[config.mk]
export PLATFORM = sky130hd
export DESIGN_NAME = zsr_hash
export DESIGN_NICKNAME = d
export VERILOG_FILES = /design/src/design/zsr_pkg.sv /design/src/design/zsr_hash.sv
export SDC_FILE = /design/constraint.sdc
export NUM_CORES = 1
export LEC_CHECK = 0
export ABC_AREA = 1
export BUFFER_PORTS_ARGS = -buffer_cell sky130_fd_sc_hd__buf_4
export CORE_MARGIN = 2
export CORE_UTILIZATION = 57
export DETAILED_ROUTE_END_ITERATION = 8
export GPL_TIMING_DRIVEN = 0
export PLACE_DENSITY = 0.75
export SYNTH_ARGS = -nofsm -noshare
export SYNTH_HDL_FRONTEND = slang
export SYNTH_SLANG_ARGS = --single-unit
[constraint.sdc]
create_clock -name clk -period 9.02 [get_ports clk]
set_input_delay 1.804 -clock clk [delete_from_list [all_inputs] [get_ports clk]]
set_output_delay 1.804 -clock clk [all_outputs]
set_load 0.005 [all_outputs]
[src/design/zsr_pkg.sv]
package zsr_pkg;

  localparam int TABLE_ENTRIES = 1024;
  localparam int AMOUNT_BITS   = 32;
  localparam int SLOT_BITS     = $clog2(TABLE_ENTRIES);
  localparam int EPOCH_BITS    = 4;

  localparam logic [63:0] HASH_MUL  = 64'h9E37_79B9_7F4A_7C15;
  localparam logic [31:0] FREQ_MAX  = 32'hFFFF_FFFF;
  localparam logic [62:0] TOTAL_MAX = {63{1'b1}};
  localparam logic [EPOCH_BITS-1:0] EPOCH_MAX   = {EPOCH_BITS{1'b1}};
  localparam logic [EPOCH_BITS-1:0] EPOCH_FIRST = EPOCH_BITS'(1);
  localparam logic [EPOCH_BITS-1:0] EPOCH_STALE = '0;
  localparam logic [SLOT_BITS-1:0]  LAST_SLOT   = SLOT_BITS'(TABLE_ENTRIES - 1);
  // home slot of prefix zero
  localparam logic [SLOT_BITS-1:0]  ZERO_HOME   = '0;

  typedef struct packed {
    logic signed [31:0] amount;
    logic               last_item;
  } zsr_in_t;

  typedef struct packed {
    logic [31:0] matches_now;
    logic [62:0] zero_range_total;
    logic        table_full;
    logic        end_of_sequence;
  } zsr_out_t;

  typedef struct packed {
    logic [EPOCH_BITS-1:0] tag;
    logic [63:0]           key;
    logic [31:0]           freq;
  } zsr_entry_t;

  typedef struct packed {
    logic                 en;
    logic [SLOT_BITS-1:0] addr;
    zsr_entry_t           entry;
  } zsr_wr_t;

  typedef enum logic [2:0] {
    ST_CLEAR,
    ST_INIT,
    ST_IDLE,
    ST_MUL,
    ST_HASH,
    ST_PROBE,
    ST_UPD
  } zsr_state_t;

  typedef enum logic [1:0] {
    OC_HIT,
    OC_FREE,
    OC_FULL
  } zsr_outcome_t;

endpackage

[src/design/zsr_hash.sv]
module zsr_hash (
  input  logic                       clk,
  input  logic [63:0]                key,
  output logic [zsr_pkg::SLOT_BITS-1:0] slot
);
  import zsr_pkg::*;

  logic [63:0]          prod_lo_r;
  logic [SLOT_BITS-1:0] cross_a_r;
  logic [SLOT_BITS-1:0] cross_b_r;
  logic [2*SLOT_BITS-1:0] cross_a;
  logic [2*SLOT_BITS-1:0] cross_b;

  // bits [32 +: SLOT_BITS] of key * HASH_MUL mod 2^64, split into narrow products
  assign cross_a = key[SLOT_BITS-1:0] * HASH_MUL[32 +: SLOT_BITS];
  assign cross_b = key[32 +: SLOT_BITS] * HASH_MUL[SLOT_BITS-1:0];

  always_ff @(posedge clk) begin
    prod_lo_r <= key[31:0] * HASH_MUL[31:0];
    cross_a_r <= cross_a[SLOT_BITS-1:0];
    cross_b_r <= cross_b[SLOT_BITS-1:0];
  end

  assign slot = prod_lo_r[32 +: SLOT_BITS] + cross_a_r + cross_b_r;

endmodule

==> flow_metrics.tcl, run 1 <==
set metrics [dict create \
    synth.most_common_cell "inv_1" \
    synth.top_cell.area_share 0.406 \
    cp_common_cell "inv_1" \
    synth-edff-count 0 \
    cp_data_required_time_ns 9.14 \
    nNetsFinal 2395 \
    synth_cells 1676 \
    synth_seq_cells 30 \
    gr-usage-all-layers 0.299 \
    fin_setup_tns_ns 0 \
    setup_ws_ns 0.963 \
    async_flop_share 0 \
    slew_headroom 0.684 \
    ant_nets 0 \
    grt_pass1_vias 11500 \
    overflow 0 \
    cts-buffers-inserted 5 \
    placed_cells 2058 \
    diodes 0 \
    cts_root_buffer "clkbuf_16" \
    ys_types 33 \
    setup_viol 0 \
    slowest_stage "fa_1" \
    tritoncts "done" \
    cts_hold_buf 0 \
    initial_core_util 0.584 \
    final.period_utilization 0.893 \
    fmax_mhz 124 \
    io_pins 75 \
    place_ws_ns 0.775 \
    met3_usage 0.0639 \
    cts_setup_buffers 0 \
    design_area_sq_mm 0.0158 \
    dp_hpwl_mm 33.9 \
    totalWireLength_mm 37.3 \
    grt_max_degree 14 \
    drc 0 \
    cts_resized 0 \
    grt_pass1_wl_mm 59.9 \
    path_max_fanout 7 \
    wire_per_inst_um 18.0 \
    top_usage_layer "met2" \
    dpl_cell_area_sq_mm 0.0156 \
    use_met2 0.501 \
    worst_setup_path_end_kind "flip-flop" \
    whs_endpoint "cross_b_r[1]" \
    synthTopCellsByCount "inv_1, fa_1, ha_1, nand2_1, nor2_1" \
    grt_use_met1 0.386 \
    core_area_sq_mm 0.0253 \
    io_buffers 52 \
    clk_path_buf_depth 2 \
    antenna_found_initial 0 \
    avgSynthCellArea_sq_um 8.83 \
    num_vias 10600 \
    worst_pin_slew_ns 0.469 \
    cp-start-kind "input pin" \
    syn_area_sq_mm 0.0148 \
    fp.dieH_um 165 \
    yosysWarnings 0 \
    synthTopCellsByArea "fa_1, ha_1, inv_1" \
    maxCapViolations 0 \
    hold_violations 0 \
    yosys.area.top_type "fa_1" \
    dieArea_sq_mm 0.0273 \
    cpPeakStageDelay_ns 0.60 \
    dr.pass1.iters 5 \
    layout-drive-gt1-share 0.0467 \
    status "finished, final reports clean" \
    hold_path_class "in2reg" \
    fillers 2155 \
    slew_violations 0 \
    stdcell_count 2066 \
    area_growth_pct 6.55 \
    hp-start "key[33]" \
    rows 58 \
    crit_type "in2reg" \
    cts_sinks 30 \
    first_iter_violations 575 \
    vias_per_cell 5.15 \
    ys.flop_type "dfxtp_1" \
    min_path_cells 1 \
    synth-seq-area-share 0.0406 \
    fp.dieW_um 165 \
    crit_arrival_ns 8.17 \
    fin_crit_ns 8.06 \
    rsz0062_at_grt "no" \
    htree_levels 2 \
    gp_congestion 0.975 \
    syn_nets 2336 \
    clkTransAtPathRegs_ns 0.05 \
]
==> area by class of cell <==
type	instances	area, sq um	area share
multi-input combinational	1071	12000	0.763
inverter	575	2160	0.137
sequential	30	601	0.0381
tap	330	413	0.0262
timing repair buffer	52	390	0.0248
clock buffer	6	129	0.00818
clock inverter	2	37.5	0.00238
==> metal layers <==
metal | vias to the layer above | share of wire
met4 | 0 | 0.038
met2 | 308 | 0.47
li1 | 5056 | -
met3 | 75 | 0.075
met5 | - | 0
met1 | 5198 | 0.42
==> how the worst max path moves through the flow <==
stage / cells past startpoint / slack, ns / endpoint / from
2_1_floorplan: 25 / 1.76 / prod_lo_r[41] / key[11]
3_3_place_gp: 26 / 0.77 / prod_lo_r[41] / key[7]
3_5_place_dp: 26 / 0.78 / prod_lo_r[41] / key[7]
4_1_cts: 26 / 1.05 / prod_lo_r[41] / key[7]
5_1_grt: 26 / 0.70 / prod_lo_r[41] / key[7]
6_report: 26 / 0.96 / prod_lo_r[41] / key[7]
==> cell usage in the layout, fill, tap and decap left out <==
master,instances
a21boi_0,2
a21boi_1,1
a21o_1,6
a21oi_1,46
a21oi_2,1
a31oi_1,5
and2_1,2
and3_1,2
buf_4,52
bufinv_16,1
clkbuf_1,1
clkbuf_16,5
clkinvlp_4,1
dfxtp_1,30
fa_1,300
ha_1,295
inv_1,574
inv_2,1
nand2_1,209
nand2_2,6
nand3_1,24
nand3b_1,4
nand4_1,9
nor2_1,69
nor2_2,8
nor3_1,2
nor3_2,2
nor4_1,2
nor4_2,1
nor4_4,2
nor4b_2,1
o211ai_1,2
o21a_1,2
o21ai_0,24
o21ai_1,1
o21bai_1,6
xnor2_1,18
xor2_1,19
==> worst max-delay path, delay by kind of cell <==
family / cells / cell delay (ns)
AND/OR/NAND/NOR: 5 / 0.51
AO/OA/AOI/OAI: 3 / 0.42
adder cells (fa/ha/maj): 9 / 4.57
buffers and inverters: 9 / 0.84
==> stage by stage <==
step | util | hold slack (ns)
final | 0.622 | 1.65
after global routing | 0.622 | 1.65
after detailed placement | 0.616 | 1.93
after floorplan | - | 1.83
after global placement | 0.616 | 1.93
after CTS | 0.622 | 1.65
==> flip-flops by register name, summed over array words and instances, names as in the netlist <==
register and count:
cross_b_r 10, cross_a_r 10, prod_lo_r 10
==> kinds of logic after synthesis <==
group | count (synthesis) | share of synthesized area
fa+ha+maj | 595 | 0.656
buf+inv | 575 | 0.146
simple gates | 343 | 0.0997
compound gates | 96 | 0.0364
xor+xnor | 37 | 0.0219
flops | 30 | 0.0406
Power of run 1 is not shown: default switching activity piles up to over one toggle a cycle in this logic, so the estimate is an artifact.
==> run 2: changes to the inputs <==
--- a/config.mk
+++ b/config.mk
@@ -9,6 +9,7 @@
 export BUFFER_PORTS_ARGS = -buffer_cell sky130_fd_sc_hd__buf_4
 export CORE_MARGIN = 2
 export CORE_UTILIZATION = 57
+export CTS_BUF_LIST = sky130_fd_sc_hd__clkbuf_4 sky130_fd_sc_hd__clkbuf_8
 export DETAILED_ROUTE_END_ITERATION = 8
 export GPL_TIMING_DRIVEN = 0
 export PLACE_DENSITY = 0.75
==> flow_metrics.tcl, run 2 (synthesized netlist as in run 1, its figures left out) <==
set metrics [dict create \
    fp.dieW_um 165 \
    clkTransAtPathRegs_ns 0.07 \
    final_cell_mix "inv_1, fa_1, ha_1" \
    htree_levels 2 \
    grt_pass1_vias 11500 \
    min_path_cells 1 \
    vias_per_cell 5.15 \
    cp.buffers_inverters 9 \
    dieArea_sq_mm 0.0273 \
    core_area_sq_mm 0.0253 \
    dr.pass1.iters 5 \
    cpPeakStageDelay_ns 0.60 \
    cp_data_required_time_ns 9.15 \
    slowest_stage "fa_1" \
    setup_viol 0 \
    cts_hold_buf 0 \
    cts-buffers-inserted 5 \
    antenna_found_initial 0 \
    fin_util 0.620 \
    maxCapViolations 0 \
    multiInputGateArea_sq_mm 0.0120 \
    dp_hpwl_mm 33.9 \
    gp_congestion 0.975 \
    cts_setup_buffers 0 \
    drc 0 \
    first_iter_violations 555 \
    cp_common_cell "inv_1" \
    fp.dieH_um 165 \
    largestRegisters "cross_a_r: 10 flops, cross_b_r: 10 flops, prod_lo_r: 10 flops" \
    layout-drive-gt1-share 0.0472 \
    rsz0062_at_grt "no" \
    hold_path_class "in2reg" \
    clk_path_buf_depth 2 \
    cp_top_family "adder cells" \
    diodes 0 \
    crit_type "in2reg" \
    nNetsFinal 2395 \
    cts_sinks 30 \
    grt_pass1_wl_mm 59.8 \
    initial_core_util 0.584 \
    fillers 2174 \
    final_common_cell "inv_1" \
    path_max_fanout 7 \
    cp-start-kind "input pin" \
    cts_root_buffer "clkbuf_8" \
    status "finished, final reports clean" \
    ant_nets 0 \
    slew_violations 0 \
    fmax_mhz 125 \
    cts_resized 0 \
    overflow 0 \
    regArea_sq_um 601 \
    grt_max_degree 14 \
    num_vias 10600 \
    io_buffers 52 \
    hold_violations 0 \
    totalWireLength_mm 37.2 \
    whs_endpoint "cross_b_r[1]" \
    fin_crit_ns 8.00 \
    worst_pin_slew_ns 0.451 \
    tritoncts "done" \
    hp-start "key[33]" \
    area_growth_pct 6.20 \
    worst_setup_path_end_kind "flip-flop" \
    rows 58 \
    fin_setup_tns_ns 0 \
    final.period_utilization 0.887 \
    wire_per_inst_um 18.0 \
    gr-usage-all-layers 0.299 \
    crit_arrival_ns 8.14 \
    io_pins 75 \
    slew_headroom 0.696 \
]
[run 2: changes by cell type in the layout (fill, tap and decap cells not counted)]
cell,delta
clkbuf_4,+1
clkbuf_1,-1
clkbuf_16,-5
clkbuf_8,+5
[run 2: cell type report]
class,instances,area share
multi-input cells,1071,0.766
clock inverters,2,0.00239
inverters,575,0.137
flip-flops and latches,30,0.0382
well taps,330,0.0263
repair buffers,52,0.0248
clock buffers,6,0.00486
[run 2: per-stage QoR]
| stage | worst slack (ns) | instances | instance area [sq um] | hold slack [ns] |
|---|---|---|---|---|
| detailed placement | 0.775 | 2058 | 15600 | 1.93 |
| floorplan | 1.76 | 1676 | 14800 | 1.83 |
| finish | 1.02 | 2066 | 15700 | 1.64 |
| global route | 0.724 | 2066 | 15700 | 1.62 |
| global placement | 0.774 | 2058 | 15600 | 1.93 |
| CTS | 1.06 | 2066 | 15700 | 1.63 |
[run 2: how the worst max path moves through the flow]
stage | from | to | slack [ns] | depth (start not counted)
detailed placement | key[7] | prod_lo_r[41] | 0.78 | 26
global placement | key[7] | prod_lo_r[41] | 0.77 | 26
floorplan | key[11] | prod_lo_r[41] | 1.76 | 25
global route | key[7] | prod_lo_r[41] | 0.72 | 26
finish | key[8] | prod_lo_r[41] | 1.02 | 26
CTS | key[7] | prod_lo_r[41] | 1.06 | 26
[run 2: per-layer routing]
metal  vias to the layer above  share of wire  GRT usage
li1                       5059              -          -
met1                      5192           0.42      0.383
met2                       320           0.46      0.495
met3                        76          0.076     0.0714
met4                         0          0.041      0.108
met5                         -              0          0
Power of run 2 is left out for the same reason.
